**src/hw/rtl/modexp_pkg.sv**
```systemverilog
// modexp_pkg: shared constants, command codes and the controller/datapath
// interface types for the modular exponentiation block
// used by modexp_ctrl, modexp_dp and modular_exponentiation
package modexp_pkg;

  // fixed port widths
  localparam int BASE_W     = 64;
  localparam int EXP_PORT_W = 64;
  localparam int MOD_PORT_W = 32;
  localparam int RES_W      = 32;

  // parameter defaults
  localparam int DEF_MODULUS_WIDTH  = 32;
  localparam int DEF_EXPONENT_WIDTH = 64;

  // datapath operation codes
  localparam int OP_W = 3;
  localparam logic [OP_W-1:0] OP_IDLE   = 3'd0;  // hold
  localparam logic [OP_W-1:0] OP_RED    = 3'd1;  // one base reduction step
  localparam logic [OP_W-1:0] OP_INIT_A = 3'd2;  // start acc * sq
  localparam logic [OP_W-1:0] OP_INIT_S = 3'd3;  // start sq * sq
  localparam logic [OP_W-1:0] OP_STEP   = 3'd4;  // one shift-add-reduce step
  localparam logic [OP_W-1:0] OP_CMT_A  = 3'd5;  // acc <= product, start sq * sq
  localparam logic [OP_W-1:0] OP_CMT_S  = 3'd6;  // sq <= product, next exponent bit

  typedef struct packed {
    logic            load;      // capture an input word
    logic [OP_W-1:0] op;
    logic            out_load;  // write the output register
  } modexp_cmd_t;

  typedef struct packed {
    logic exp_bit;   // current exponent bit
    logic exp_zero;  // no set exponent bits remain
  } modexp_status_t;

endpackage

```
**src/hw/rtl/modexp_dp.sv**
```systemverilog
// modexp_dp: datapath of the modular exponentiation block, operand
// registers and one shared shift-add-reduce unit
// depends on modexp_pkg
module modexp_dp #(
  parameter int MODULUS_WIDTH  = modexp_pkg::DEF_MODULUS_WIDTH,
  parameter int EXPONENT_WIDTH = modexp_pkg::DEF_EXPONENT_WIDTH
) (
  input  logic                               clk,
  input  modexp_pkg::modexp_cmd_t            cmd,
  output modexp_pkg::modexp_status_t         status,
  input  logic [modexp_pkg::BASE_W-1:0]      in_base,
  input  logic [modexp_pkg::EXP_PORT_W-1:0]  in_exponent,
  input  logic [modexp_pkg::MOD_PORT_W-1:0]  in_modulus,
  output logic [modexp_pkg::RES_W-1:0]       out_result
);

  localparam int MW    = MODULUS_WIDTH;
  localparam int EW    = EXPONENT_WIDTH;
  localparam int BW    = modexp_pkg::BASE_W;
  localparam int MIN_W = (MW < modexp_pkg::MOD_PORT_W) ? MW : modexp_pkg::MOD_PORT_W;

  logic [MW-1:0] mod_r;
  logic [BW-1:0] base_r;
  logic [EW-1:0] exp_r;
  logic [MW-1:0] acc_r;
  logic [MW-1:0] sq_r;
  logic [MW-1:0] prod_r;
  logic [MW-1:0] mul_x_r;
  logic [MW-1:0] mult_r;
  logic [modexp_pkg::RES_W-1:0] result_r;

  logic [MW-1:0] mod_in;
  logic [MW-1:0] step_a;
  logic [MW-1:0] step_add;
  logic [MW+1:0] step_s;
  logic [MW+1:0] step_d1;
  logic [MW+1:0] step_d2;
  logic [MW-1:0] step_out;

  assign mod_in = MW'(in_modulus[MIN_W-1:0]);

  // shared unit: (2a + add) mod m, inputs keep the sum below 3m
  always_comb begin
    if (cmd.op == modexp_pkg::OP_RED) begin
      step_a   = sq_r;
      step_add = MW'(base_r[BW-1]);
    end else begin
      step_a   = prod_r;
      step_add = mult_r[MW-1] ? mul_x_r : '0;
    end
    step_s  = {1'b0, step_a, 1'b0} + {2'b00, step_add};
    step_d1 = step_s - {2'b00, mod_r};
    step_d2 = step_s - {1'b0, mod_r, 1'b0};
    if (step_s >= {1'b0, mod_r, 1'b0}) begin
      step_out = step_d2[MW-1:0];
    end else if (step_s >= {2'b00, mod_r}) begin
      step_out = step_d1[MW-1:0];
    end else begin
      step_out = step_s[MW-1:0];
    end
  end

  always_ff @(posedge clk) begin
    if (cmd.load) begin
      mod_r  <= mod_in;
      base_r <= in_base;
      exp_r  <= in_exponent[EW-1:0];
      sq_r   <= '0;
      // 1 mod m
      acc_r  <= MW'(mod_in != MW'(1));
    end else begin
      case (cmd.op)
        modexp_pkg::OP_RED: begin
          sq_r   <= step_out;
          base_r <= base_r << 1;
        end
        modexp_pkg::OP_INIT_A: begin
          prod_r  <= '0;
          mul_x_r <= acc_r;
          mult_r  <= sq_r;
        end
        modexp_pkg::OP_INIT_S: begin
          prod_r  <= '0;
          mul_x_r <= sq_r;
          mult_r  <= sq_r;
        end
        modexp_pkg::OP_STEP: begin
          prod_r <= step_out;
          mult_r <= mult_r << 1;
        end
        modexp_pkg::OP_CMT_A: begin
          acc_r   <= prod_r;
          prod_r  <= '0;
          mul_x_r <= sq_r;
          mult_r  <= sq_r;
        end
        modexp_pkg::OP_CMT_S: begin
          sq_r  <= prod_r;
          exp_r <= exp_r >> 1;
        end
        default: begin
        end
      endcase
    end
    if (cmd.out_load) begin
      // zero modulus gives zero
      result_r <= (mod_r == '0) ? '0 : modexp_pkg::RES_W'(acc_r);
    end
  end

  assign status.exp_bit  = exp_r[0];
  assign status.exp_zero = (exp_r == '0);
  assign out_result      = result_r;

endmodule

```
**src/hw/rtl/modexp_ctrl.sv**
```systemverilog
// modexp_ctrl: controller of the modular exponentiation block, sequences
// base reduction and square-and-multiply, owns both handshakes
// depends on modexp_pkg
module modexp_ctrl #(
  parameter int MODULUS_WIDTH = modexp_pkg::DEF_MODULUS_WIDTH
) (
  input  logic                        clk,
  input  logic                        rst_n,
  input  logic                        in_valid,
  output logic                        in_stall,
  output logic                        out_valid,
  input  logic                        out_stall,
  output modexp_pkg::modexp_cmd_t     cmd,
  input  modexp_pkg::modexp_status_t  status
);

  localparam int BW    = modexp_pkg::BASE_W;
  localparam int MAXC  = (BW > MODULUS_WIDTH) ? BW : MODULUS_WIDTH;
  localparam int CNT_W = $clog2(MAXC);

  localparam logic [CNT_W-1:0] RED_LAST = CNT_W'(BW - 1);
  localparam logic [CNT_W-1:0] MUL_LAST = CNT_W'(MODULUS_WIDTH - 1);

  localparam logic [2:0] S_IDLE = 3'd0;
  localparam logic [2:0] S_RED  = 3'd1;
  localparam logic [2:0] S_EXP  = 3'd2;
  localparam logic [2:0] S_MULA = 3'd3;
  localparam logic [2:0] S_CMTA = 3'd4;
  localparam logic [2:0] S_MULS = 3'd5;
  localparam logic [2:0] S_CMTS = 3'd6;
  localparam logic [2:0] S_FIN  = 3'd7;

  logic [2:0]       state_r, state_nxt;
  logic [CNT_W-1:0] cnt_r, cnt_nxt;
  logic             out_valid_r, out_valid_nxt;

  always_comb begin
    state_nxt    = state_r;
    cnt_nxt      = cnt_r;
    cmd.load     = 1'b0;
    cmd.op       = modexp_pkg::OP_IDLE;
    cmd.out_load = 1'b0;
    case (state_r)
      S_IDLE: begin
        if (in_valid) begin
          cmd.load  = 1'b1;
          cnt_nxt   = '0;
          state_nxt = S_RED;
        end
      end
      S_RED: begin
        cmd.op  = modexp_pkg::OP_RED;
        cnt_nxt = CNT_W'(cnt_r + 1'b1);
        if (cnt_r == RED_LAST) begin
          state_nxt = S_EXP;
        end
      end
      S_EXP: begin
        cnt_nxt = '0;
        // stop early once the remaining exponent bits are all zero
        if (status.exp_zero) begin
          state_nxt = S_FIN;
        end else if (status.exp_bit) begin
          cmd.op    = modexp_pkg::OP_INIT_A;
          state_nxt = S_MULA;
        end else begin
          cmd.op    = modexp_pkg::OP_INIT_S;
          state_nxt = S_MULS;
        end
      end
      S_MULA: begin
        cmd.op  = modexp_pkg::OP_STEP;
        cnt_nxt = CNT_W'(cnt_r + 1'b1);
        if (cnt_r == MUL_LAST) begin
          state_nxt = S_CMTA;
        end
      end
      S_CMTA: begin
        cmd.op    = modexp_pkg::OP_CMT_A;
        cnt_nxt   = '0;
        state_nxt = S_MULS;
      end
      S_MULS: begin
        cmd.op  = modexp_pkg::OP_STEP;
        cnt_nxt = CNT_W'(cnt_r + 1'b1);
        if (cnt_r == MUL_LAST) begin
          state_nxt = S_CMTS;
        end
      end
      S_CMTS: begin
        cmd.op    = modexp_pkg::OP_CMT_S;
        state_nxt = S_EXP;
      end
      S_FIN: begin
        if (!out_valid_r || !out_stall) begin
          cmd.out_load = 1'b1;
          state_nxt    = S_IDLE;
        end
      end
      default: begin
        state_nxt = S_IDLE;
      end
    endcase
  end

  always_comb begin
    if (cmd.out_load) begin
      out_valid_nxt = 1'b1;
    end else if (out_valid_r && !out_stall) begin
      out_valid_nxt = 1'b0;
    end else begin
      out_valid_nxt = out_valid_r;
    end
  end

  always_ff @(posedge clk) begin
    if (!rst_n) begin
      state_r     <= S_IDLE;
      cnt_r       <= '0;
      out_valid_r <= 1'b0;
    end else begin
      state_r     <= state_nxt;
      cnt_r       <= cnt_nxt;
      out_valid_r <= out_valid_nxt;
    end
  end

  assign in_stall  = (state_r != S_IDLE);
  assign out_valid = out_valid_r;

endmodule

```
**src/hw/rtl/modular_exponentiation.sv**
```systemverilog
// modular_exponentiation: top level, base^exponent mod modulus
// depends on modexp_pkg, modexp_ctrl and modexp_dp
//
// input channel: in_valid/in_stall with in_base, in_exponent, in_modulus
// output channel: out_valid/out_stall with out_result, one word per input word
// one word is worked on at a time; in_stall is high from acceptance until
// the result has been written to the output register
// each word: accept, then 64 base reduction steps, then per exponent bit
// (up to EXPONENT_WIDTH bits, stopping after the highest set bit)
// a set bit takes a multiply of acc by sq and then a square of sq, a clear
// bit only the square; each product is committed, then the result is written
// the single shift-add-reduce unit retires one multiplier bit per cycle and
// is shared by every modular product
// the output register lets a new word be accepted while a result waits
// a result that is still stalled holds the block in its final state
// reset (synchronous, active low) drops out_valid and returns to idle
module modular_exponentiation #(
  parameter int MODULUS_WIDTH  = modexp_pkg::DEF_MODULUS_WIDTH,
  parameter int EXPONENT_WIDTH = modexp_pkg::DEF_EXPONENT_WIDTH
) (
  input  logic                               clk,
  input  logic                               rst_n,
  input  logic                               in_valid,
  output logic                               in_stall,
  input  logic [modexp_pkg::BASE_W-1:0]      in_base,
  input  logic [modexp_pkg::EXP_PORT_W-1:0]  in_exponent,
  input  logic [modexp_pkg::MOD_PORT_W-1:0]  in_modulus,
  output logic                               out_valid,
  input  logic                               out_stall,
  output logic [modexp_pkg::RES_W-1:0]       out_result
);

  modexp_pkg::modexp_cmd_t    cmd;
  modexp_pkg::modexp_status_t status;

  modexp_ctrl #(
    .MODULUS_WIDTH(MODULUS_WIDTH)
  ) u_ctrl (
    .clk      (clk),
    .rst_n    (rst_n),
    .in_valid (in_valid),
    .in_stall (in_stall),
    .out_valid(out_valid),
    .out_stall(out_stall),
    .cmd      (cmd),
    .status   (status)
  );

  modexp_dp #(
    .MODULUS_WIDTH (MODULUS_WIDTH),
    .EXPONENT_WIDTH(EXPONENT_WIDTH)
  ) u_dp (
    .clk        (clk),
    .cmd        (cmd),
    .status     (status),
    .in_base    (in_base),
    .in_exponent(in_exponent),
    .in_modulus (in_modulus),
    .out_result (out_result)
  );

`ifndef NO_ASSERTIONS
  // a word is captured only on an input handshake
  a_load_on_accept: assert property (@(posedge clk) disable iff (!rst_n)
    cmd.load |-> (in_valid && !in_stall))
    else $error("load without input handshake");

  // busy right after a word is taken
  a_busy_after_accept: assert property (@(posedge clk) disable iff (!rst_n)
    (in_valid && !in_stall) |=> in_stall)
    else $error("input not stalled after accept");

  // output register never overwritten while a result is held
  a_no_overwrite: assert property (@(posedge clk) disable iff (!rst_n)
    cmd.out_load |-> !(out_valid && out_stall))
    else $error("held result overwritten");

  // a new result appears only from a finished computation
  a_valid_source: assert property (@(posedge clk) disable iff (!rst_n)
    $rose(out_valid) |-> $past(cmd.out_load))
    else $error("out_valid raised without a result");
`endif

endmodule
```
**config.mk**
```make
export PLATFORM = sky130hd
export DESIGN_NAME = modular_exponentiation
export DESIGN_NICKNAME = d
export VERILOG_FILES = /design/src/hw/rtl/modexp_pkg.sv /design/src/hw/rtl/modexp_dp.sv /design/src/hw/rtl/modexp_ctrl.sv /design/src/hw/rtl/modular_exponentiation.sv
export SDC_FILE = /design/constraint.sdc
export NUM_CORES = 1
export LEC_CHECK = 0
export BUFFER_PORTS_ARGS = -buffer_cell sky130_fd_sc_hd__buf_4
export CAP_MARGIN = 0
export CORE_ASPECT_RATIO = 1.25
export CORE_MARGIN = 1
export CORE_UTILIZATION = 61
export DETAILED_ROUTE_END_ITERATION = 7
export HOLD_SLACK_MARGIN = 0.05
export PLACE_DENSITY = 0.79
export SYNTH_ARGS = -nofsm -noshare
export SYNTH_HDL_FRONTEND = slang
export SYNTH_HIERARCHICAL = 1
export SYNTH_SLANG_ARGS = --single-unit
```
**constraint.sdc**
```tcl
create_clock -name clk -period 7.6 [get_ports clk]
set_input_delay 0.38 -clock clk [delete_from_list [all_inputs] [get_ports clk]]
set_output_delay 0.38 -clock clk [all_outputs]
set_load 0.02 [all_outputs]
```
==> results.py, run 1 <==
metrics = {
    "synthesis": {
        "synthesis.nets": 2349,
        "synthesis.area_um2": 21300,
        "synth-edff-count": 289,
        "synth_area_per_cell_um2": 10.2,
        "yosysSeqAreaShare_pct": 47.6,
        "ys_seq_elements": 362,
        "yosys-top-cells-count": "341 x nand2_1, 289 x edfxtp_1, 161 x mux2_2",
        "synthCells": 2086,
        "ys.flop_type": "edfxtp_1",
        "async_flop_share_pct": 0,
        "synth_area_leaders": "edfxtp_1 41%, mux2_2 8.5%, dfxtp_1 6.9%",
        "yosysUniqueCellTypes": 89,
        "yosysMostFrequentCell": "nand2_1",
        "synth_top_cell_area_share_pct": 40.7,
        "yosys_warnings": 6,
        "yosysTopAreaCell": "edfxtp_1",
    },
    "critical_path": {
        "worst_path_max_delay_cell": "or3b_4",
        "cp_common_cell": "buf_4",
        "reg2reg_to": "u_dp/sq_r[7]$_SDFFE_PP0P_",
        "worst-path-buf-inv": 5,
        "cp_max_fo": 9,
        "worstSetupPathType": "reg -> reg",
        "critPathCaptureType": "flop",
        "rrSetupSlack_ps": 230,
        "reg2reg_depth": 30,
        "worstSetupStartpointType": "flop",
        "worstPathArrival_ps": 7830,
        "critPathMaxStageDelay_ps": 510,
        "reg2reg_from": "u_dp/exp_r[62]$_DFFE_PP_",
        "cpLargestDelayFamily": "simple AND/OR/NAND/NOR gates",
        "critPathRequiredTime_ps": 8070,
    },
    "timing": {
        "setup_violations": 0,
        "fmax_mhz": 136,
        "maxSlewHeadroom_pct": 30.5,
        "final_max_slew_viol_count": 0,
        "period_share_pct": 96.9,
        "period_needed_ps": 7370,
        "tightest_slew_ps": 1040,
        "clock_skew_ps": 17.4,
        "final-hold-violation-count": 0,
    },
    "grt": {
        "track_usage_pct": 34.2,
        "antenna_found_initial": 0,
        "grt_pass1_vias": 17519,
        "grt-ovfl-total": 0,
        "grt_max_degree": 160,
        "grt_pass1_wl_um": 95000,
    },
    "die": {
        "dieArea_um2": 35700,
        "fp-row-count": 76,
        "floorplan.die.width_um": 169,
        "die_y_um": 211,
        "design.core.area_um2": 34400,
        "start_util_pct": 61.9,
        "ios": 198,
    },
    "drt": {
        "ant_nets": 0,
        "routed_via_density": 6.15,
        "drt_iter0_drc": 1714,
        "drtPass1Iterations": 6,
        "routed_wl_um": 61400,
        "wl_per_cell_um": 21.1,
        "drc": 0,
        "num_vias": 17876,
    },
    "place": {
        "placed_cell_area_um2": 24300,
        "port_buffers": 197,
        "dpl.hpwl_um": 44900,
        "placed_cells": 2811,
        "place.gp.congestion": 0.970,
    },
    "pwr": {
        "ir_drop_v": 0.000293,
        "cellPowerDensity_nw_per_um2": 439,
        "power_mw": 11.4,
        "leakage_nw": 10.7,
    },
    "hold_path": {
        "hold_end": "u_dp/base_r[18]$_DFFE_PP_",
        "whs_path_depth": 2,
        "hp-class": "in -> reg",
        "hold_start": "in_base[18]",
    },
    "cts": {
        "clkLatencyLatePin_ps": 550,
        "cts_tree": "yes",
        "clockBufferDepth": 3,
        "postCtsSetupBuffers": 0,
        "cts_root_buf": "clkbuf_16",
        "clk_pin_slew_worst_paths_ps": 70,
        "cts.sinks": 362,
        "cts_buffers": 36,
        "htreeDepth": 2,
    },
    "finish": {
        "final_layout_size_suffix_gt1_share_pct": 26.5,
        "area_growth_syn_to_layout_pct": 21.8,
        "finalInstanceArea_um2": 25900,
        "antenna_cells": 0,
        "final_cells": 2909,
        "nNetsFinal": 2676,
    },
    "job": {
        "cap_violations": 0,
    },
    "outcome": {
        "status": "finished clean",
    },
}
[through the flow]
| step | TNS, ps | hold WS, ps | worst slack (ps) | utilization, % |
|---|---|---|---|---|
| 2_1_floorplan | 0 | 441 | 685 | - |
| 3_3_place_gp | 0 | 449 | 72.8 | 70.5 |
| 3_5_place_dp | -26.5 | 459 | -16.1 | 70.5 |
| 4_1_cts | 0 | 114 | 140 | 75.1 |
| 5_1_grt | -581 | 135 | -77.5 | 75.4 |
| 6_report | 0 | 135 | 233 | 75.4 |
[metal layers]
layer  wire length, um  GRT usage (%)  vias to the layer above  part of all wire (%)
li1                  -              -                     8402                     -
met1             25100           44.9                     8482                    41
met2             29600           58.3                      851                    48
met3              4560           4.29                      141                   7.4
met4              2200           11.8                        0                   3.6
met5                 0              0                        -                     0
[state kept, by name, indices dropped and copies added (netlist names)]
signal            cells
u_ctrl/state_r        3
u_dp/base_r          64
u_dp/exp_r           64
u_dp/mult_r          32
u_dp/out_result      32
u_dp/sq_r            32
u_dp/mod_r           32
u_dp/prod_r          32
u_ctrl/cnt_r          6
u_ctrl/out_valid      1
u_dp/mul_x_r         32
u_dp/acc_r           32
[cell families after synthesis]
family / share of synthesized area [%]
AO/OA/AOI/OAI: 14.6
XOR/XNOR: 3.29
flip-flops: 47.6
AND/OR/NAND/NOR: 16.6
buffers and inverters: 3.33
adder cells (fa/ha/maj): 5.92
multiplexers: 8.70
[repair_timing]
action                                  in CTS  in global routing
endpoints found under the setup margin      14                 64
pin swaps                                    0                  2
endpoints found under the hold margin       32                  0
hold buffers                                32                  0
gates cloned                                 0                  0
gates resized for setup                      6                 18
[how the worst max path moves through the flow]
stage / cells past startpoint / from / slack [ps] / end
after CTS: 28 / u_dp/exp_r[62]$_DFFE_PP_ / 140 / u_dp/prod_r[8]$_SDFFCE_PN0P_
after global routing: 29 / u_dp/exp_r[62]$_DFFE_PP_ / -80 / u_dp/prod_r[6]$_SDFFCE_PN0P_
after global placement: 29 / u_dp/exp_r[61]$_DFFE_PP_ / 70 / u_dp/prod_r[8]$_SDFFCE_PN0P_
after detailed placement: 29 / u_dp/exp_r[30]$_DFFE_PP_ / -20 / u_dp/sq_r[5]$_SDFFE_PP0P_
final: 30 / u_dp/exp_r[62]$_DFFE_PP_ / 230 / u_dp/sq_r[7]$_SDFFE_PP0P_
after floorplan: 32 / u_dp/exp_r[62]$_DFFE_PP_ / 680 / u_dp/prod_r[27]$_SDFFCE_PN0P_
[area by class of cell]
cell class | instances | area, um^2
sequential | 362 | 10100
clock inverter | 21 | 258
timing repair buffer | 396 | 3100
tap | 468 | 586
inverter | 61 | 229
clock buffer | 45 | 997
multi-input combinational | 1556 | 10600
fill | 2385 | 8480
[cells in the final DEF (no fill, tap or decap), drive strengths merged, types with 7 or more instances in the layout]
master	count
buf	364
nand2	342
edfxtp	289
mux2	161
a21oi	155
ha	96
nor2	87
dfxtp	73
o21ai	70
inv	63
and3	58
nand3	52
xnor2	51
clkbuf	45
nor2b	39
a21o	36
nor4	36
nor3	34
dlygate4sd3	32
xor2	29
nand4	25
o211ai	24
a22oi	23
a211oi	23
o21a	21
a31oi	19
and2	18
nand2b	13
or3	12
or2	11
clkinv	11
o21bai	10
o31ai	10
a21boi	8
o22ai	7
a222oi	7
[power breakdown]
group	switching, mW	leakage [nW]	internal [mW]
Sequential	0.245	3.32	2.71
Combinational	3.74	6.75	2.80
Clock	0.773	0.603	1.11
Total	4.76	10.7	6.62
(Power assumes the default switching activity.)
==> run 2, diff against run 1 <==
Settings changed: CORE_ASPECT_RATIO 1.25 to default, SKIP_LAST_GASP from default to 1.
Clock period 7.6 ns to 7.22 ns, I/O delays scaled along.
==> results.py, run 2 (synthesis gave the netlist of run 1 again) <==
metrics = {
    "timing": {
        "final_max_slew_viol_count": 0,
        "period_share_pct": 98.1,
        "clock_skew_ps": 20.2,
        "fmax_mhz": 141,
        "rsz0062_at_grt": "yes",
        "tightest_slew_ps": 1060,
        "period_needed_ps": 7080,
        "maxSlewHeadroom_pct": 29.1,
        "hold_ws_ps": 94.9,
        "setup_violations": 0,
        "final-hold-violation-count": 0,
        "finalWorstSetupSlack_ps": 135,
    },
    "grt": {
        "grt_pass1_vias": 18400,
        "antenna_found_initial": 0,
        "grt_pass1_wl_um": 102000,
        "gr-usage-met2_pct": 59.7,
        "track_usage_pct": 37.2,
        "grt_max_degree": 163,
        "grt-ovfl-total": 0,
        "met1_usage_pct": 51.7,
        "grt_use_met3_pct": 5.89,
        "busiest_layer": "met2",
    },
    "place": {
        "placed_cell_area_um2": 25400,
        "place_ws_ps": -446,
        "place.gp.congestion": 0.973,
        "port_buffers": 197,
        "dpl.hpwl_um": 47200,
    },
    "cts": {
        "cts_buffers": 38,
        "clockBufferDepth": 3,
        "cts_root_buf": "clkbuf_16",
        "clk_pin_slew_worst_paths_ps": 60,
        "cts.sinks": 362,
        "clkLatencyLatePin_ps": 570,
        "cts_tree": "yes",
        "htreeDepth": 2,
    },
    "pwr": {
        "leakage_nw": 11.7,
        "clockPowerShare_pct": 15.7,
        "p_seq_share_pct": 23.5,
        "switching_share_pct": 41.1,
        "p_switching_mw": 5.49,
        "combPwrFrac_pct": 60.8,
        "cellPowerDensity_nw_per_um2": 480,
        "ir_drop_v": 0.000363,
        "intPower_mw": 7.89,
    },
    "critical_path": {
        "worstPathArrival_ps": 7360,
        "critPathMaxStageDelay_ps": 450,
        "cp_common_cell": "buf_4",
        "worstSetupStartpointType": "flop",
        "worst-path-buf-inv": 7,
        "critPathRequiredTime_ps": 7490,
        "worstSetupPathType": "reg -> reg",
        "cpLargestDelayFamily": "simple AND/OR/NAND/NOR gates",
        "cp_max_fo": 17,
        "rrSetupSlack_ps": 140,
        "worst_path_max_delay_cell": "edfxtp_1",
        "critPathCaptureType": "flop",
    },
    "finish": {
        "most-common-layout-cells": "519 x buf_4, 336 x nand2_1, 289 x edfxtp_1",
        "nNetsFinal": 2849,
        "final_layout_size_suffix_gt1_share_pct": 34.1,
        "area_growth_syn_to_layout_pct": 30.8,
        "finalInstanceArea_um2": 27900,
        "top_regs": "u_dp/base_r: 64 flops, u_dp/exp_r: 64 flops",
        "fin_util_pct": 80.9,
        "mostFrequentLayoutCell": "buf_4",
        "antenna_cells": 0,
        "num-fill-cells": 2008,
    },
    "die": {
        "floorplan.die.width_um": 189,
        "ios": 198,
        "fp-row-count": 68,
        "design.core.area_um2": 34500,
        "start_util_pct": 61.8,
        "dieArea_um2": 35700,
        "die_y_um": 189,
    },
    "drt": {
        "routed_wl_um": 68000,
        "drc": 0,
        "drt_iter0_drc": 2252,
        "ant_nets": 0,
        "drtPass1Iterations": 6,
        "routed_via_density": 6.21,
        "num_vias": 19035,
        "wl_per_cell_um": 22.2,
    },
    "job": {
        "cap_violations": 0,
    },
    "hold_path": {
        "hp-class": "in -> reg",
    },
    "outcome": {
        "status": "finished clean",
    },
}
-- run 2: power groups by stage --
stage	combinational, mW	clock (mW)	sequential (mW)
2_1_floorplan	4.37	0	3.01
4_1_cts	7.49	2.10	3.11
5_1_grt	8.70	2.18	3.16
3_5_place_dp	7.28	0	3.14
3_3_place_gp	7.14	0	3.12
6_report	8.13	2.10	3.14
-- run 2: per-layer routing --
metal,share of wire (%),vias up
met5,0,-
met4,2.8,0
met3,9.2,145
met2,47,1033
met1,41,9123
li1,-,8734
-- run 2: repair_timing --
action	4_1_cts	5_1_grt
hold buffers	32	0
endpoints found under the hold margin	32	0
resized for setup	37	94
setup buffers	2	16
pin swaps	8	53
setup endpoints to repair	64	64
cloned	0	2
-- run 2: worst register-to-register path: cells and delay by family, from the launching register on --
kind / cells / cell delay (ps)
buffers and inverters: 7 / 1080
xor gates and xnor gates: 1 / 170
adders and majority gates: 3 / 860
AOI/OAI and AO/OA: 9 / 1500
and+or+nand+nor: 11 / 2750
DFF: 1 / 450
-- run 2: worst paths after layout --
path                             endpoint  cells after the start                         from
max          u_dp/prod_r[4]$_SDFFCE_PN0P_                     31     u_dp/exp_r[31]$_DFFE_PP_
max reg2reg  u_dp/prod_r[4]$_SDFFCE_PN0P_                     31     u_dp/exp_r[31]$_DFFE_PP_
min          u_ctrl/cnt_r[0]$_SDFFE_PN0P_                      2                        rst_n
min reg2reg   u_dp/acc_r[18]$_SDFFE_PP0P_                      2  u_dp/acc_r[18]$_SDFFE_PP0P_
-- run 2: cell type report --
type | instances | area (um^2) | area share, %
clock buffers | 41 | 962 | 3.45
well taps | 455 | 569 | 2.04
repair buffers | 567 | 4460 | 16.0
multi-input cells | 1556 | 11200 | 40.1
inverters | 61 | 229 | 0.821
clock inverters | 25 | 345 | 1.24
flip-flops and latches | 362 | 10100 | 36.4
-- run 2: per-stage QoR --
stage | std cells | power, mW | TNS (ps)
floorplan | 2086 | 7.38 | 0
global placement | 2950 | 10.3 | -15380
detailed placement | 2950 | 10.4 | -21630
CTS | 3050 | 12.7 | -52.6
global route | 3067 | 14.0 | -1860
finish | 3067 | 13.4 | 0
==> run 3, diff against run 2 <==
Settings changed: CORE_MARGIN 1 to 4, REMOVE_ABC_BUFFERS from default to 1.
==> results.py, run 3 (synthesis gave the netlist of run 1 again) <==
metrics = {
    "outcome": {
        "status": "finished clean",
    },
    "finish": {
        "regArea_um2": 10100,
        "multi_input_area_um2": 11400,
        "num-fill-cells": 2058,
        "nNetsFinal": 2794,
        "top_regs": "u_dp/base_r: 64 flops, u_dp/exp_r: 64 flops",
        "antenna_cells": 0,
        "mostFrequentLayoutCell": "buf_4",
        "most-common-layout-cells": "451 x buf_4, 338 x nand2_1, 289 x edfxtp_1",
        "fin_util_pct": 80.5,
        "final_cells": 3016,
        "area_growth_syn_to_layout_pct": 30.2,
        "final_layout_size_suffix_gt1_share_pct": 33.8,
        "finalInstanceArea_um2": 27700,
    },
    "place": {
        "place.gp.congestion": 1.02,
        "placed_cells": 2878,
        "place_ws_ps": -462,
        "port_buffers": 197,
        "dpl.hpwl_um": 49200,
        "placed_cell_area_um2": 24900,
    },
    "die": {
        "dieArea_um2": 38000,
        "design.core.area_um2": 34500,
        "ios": 198,
        "fp-row-count": 68,
        "floorplan.die.width_um": 195,
        "die_y_um": 195,
        "start_util_pct": 61.8,
    },
    "hold_path": {
        "hp-class": "in -> reg",
    },
    "timing": {
        "period_share_pct": 100,
        "clock_skew_ps": 26.0,
        "rsz0062_at_grt": "yes",
        "maxSlewHeadroom_pct": 4.70,
        "finalWorstSetupSlack_ps": 1.49,
        "fmax_mhz": 139,
        "tightest_slew_ps": 1430,
        "period_needed_ps": 7220,
        "final_max_slew_viol_count": 0,
        "final-hold-violation-count": 0,
        "setup_violations": 0,
    },
    "cts": {
        "clockBufferDepth": 3,
        "clk_pin_slew_worst_paths_ps": 70,
        "cts.sinks": 362,
        "cts_root_buf": "clkbuf_16",
        "htreeDepth": 2,
        "cts_buffers": 39,
        "clkLatencyLatePin_ps": 580,
        "cts_tree": "yes",
    },
    "drt": {
        "ant_nets": 0,
        "wl_per_cell_um": 24.8,
        "num_vias": 19531,
        "routed_wl_um": 74800,
        "drt_iter0_drc": 2245,
        "drc": 0,
        "routed_via_density": 6.48,
        "drtPass1Iterations": 6,
    },
    "critical_path": {
        "worst-path-buf-inv": 10,
        "critPathRequiredTime_ps": 7680,
        "worst_path_max_delay_cell": "edfxtp_1",
        "critPathCaptureType": "flop",
        "cp_common_cell": "buf_4",
        "cp_max_fo": 12,
        "worstPathArrival_ps": 7670,
        "critPathMaxStageDelay_ps": 480,
        "cpLargestDelayFamily": "simple AND/OR/NAND/NOR gates",
        "worstSetupPathType": "reg -> reg",
        "worstSetupStartpointType": "flop",
    },
    "grt": {
        "grt_pass1_vias": 19458,
        "track_usage_pct": 37.1,
        "grt_max_degree": 156,
        "grt_pass1_wl_um": 111000,
        "grt-ovfl-total": 0,
        "antenna_found_initial": 0,
    },
    "job": {
        "cap_violations": 0,
    },
    "pwr": {
        "ir_drop_v": 0.000290,
        "cellPowerDensity_nw_per_um2": 480,
        "intPower_mw": 7.69,
        "switching_share_pct": 42.3,
        "p_switching_mw": 5.63,
        "combPwrFrac_pct": 61.6,
        "p_seq_share_pct": 23.2,
        "leakage_nw": 11.4,
        "power_mw": 13.3,
        "clockPowerShare_pct": 15.2,
    },
}
## run 3: through the flow
step                hold WS (ps)  setup TNS (ps)
floorplan                    441        -2011400
global placement             449           -3380
detailed placement           458          -19970
CTS                         68.3               0
global route                74.5           -5390
finish                      80.9               0
## run 3: path summary, 6_finish.rpt
kind / slack, ps / cells past startpoint / start / end
max: 1 / 36 / u_dp/exp_r[3]$_DFFE_PP_ / u_dp/sq_r[1]$_SDFFE_PP0P_
min reg2reg: 470 / 2 / u_dp/acc_r[21]$_SDFFE_PP0P_ / u_dp/acc_r[21]$_SDFFE_PP0P_
max reg2reg: 1 / 36 / u_dp/exp_r[3]$_DFFE_PP_ / u_dp/sq_r[1]$_SDFFE_PP0P_
min: 80 / 2 / in_exponent[63] / u_dp/exp_r[63]$_SDFFCE_PN0P_
## run 3: layer usage
metal	wire length (um)	global-route usage, %	up-vias
met5	0	0	-
met4	4220	16.5	0
met3	7840	8.98	286
met2	35200	61.2	1280
met1	27600	46.5	9328
li1	-	-	8637
## run 3: worst register-to-register path, delay by kind of cell (launching register included)
| kind | cells | cell delay (ps) |
|---|---|---|
| and+or+nand+nor | 15 | 2570 |
| adders and majority gates | 2 | 590 |
| DFF | 1 | 480 |
| xor gates and xnor gates | 1 | 220 |
| buffers and inverters | 10 | 1570 |
| AOI/OAI and AO/OA | 8 | 1650 |
## run 3: area by class of cell
class / count / area share [%]
Multi-Input combinational cell: 1556 / 41.0
Inverter: 61 / 0.825
Clock buffer: 55 / 3.95
Tap cell: 455 / 2.05
Timing Repair Buffer: 511 / 15.1
Sequential cell: 362 / 36.5
Clock inverter: 16 / 0.582
## run 3: repair_timing
item / CTS / global route
gates resized for setup: 36 / 157
endpoints found under the hold margin: 32 / 0
setup endpoints to repair: 64 / 64
cloned: 0 / 6
hold buffers: 32 / 0
pin swaps: 20 / 74
buffers inserted: 5 / 26
## run 3: power by group through the flow
stage | clock network, mW | logic [mW] | registers, mW
after floorplan | 0 | 4.28 | 3.03
after global placement | 0 | 6.75 | 3.07
after detailed placement | 0 | 6.89 | 3.09
after CTS | 2.01 | 7.05 | 3.06
after global routing | 2.13 | 8.73 | 3.11
final | 2.02 | 8.21 | 3.09
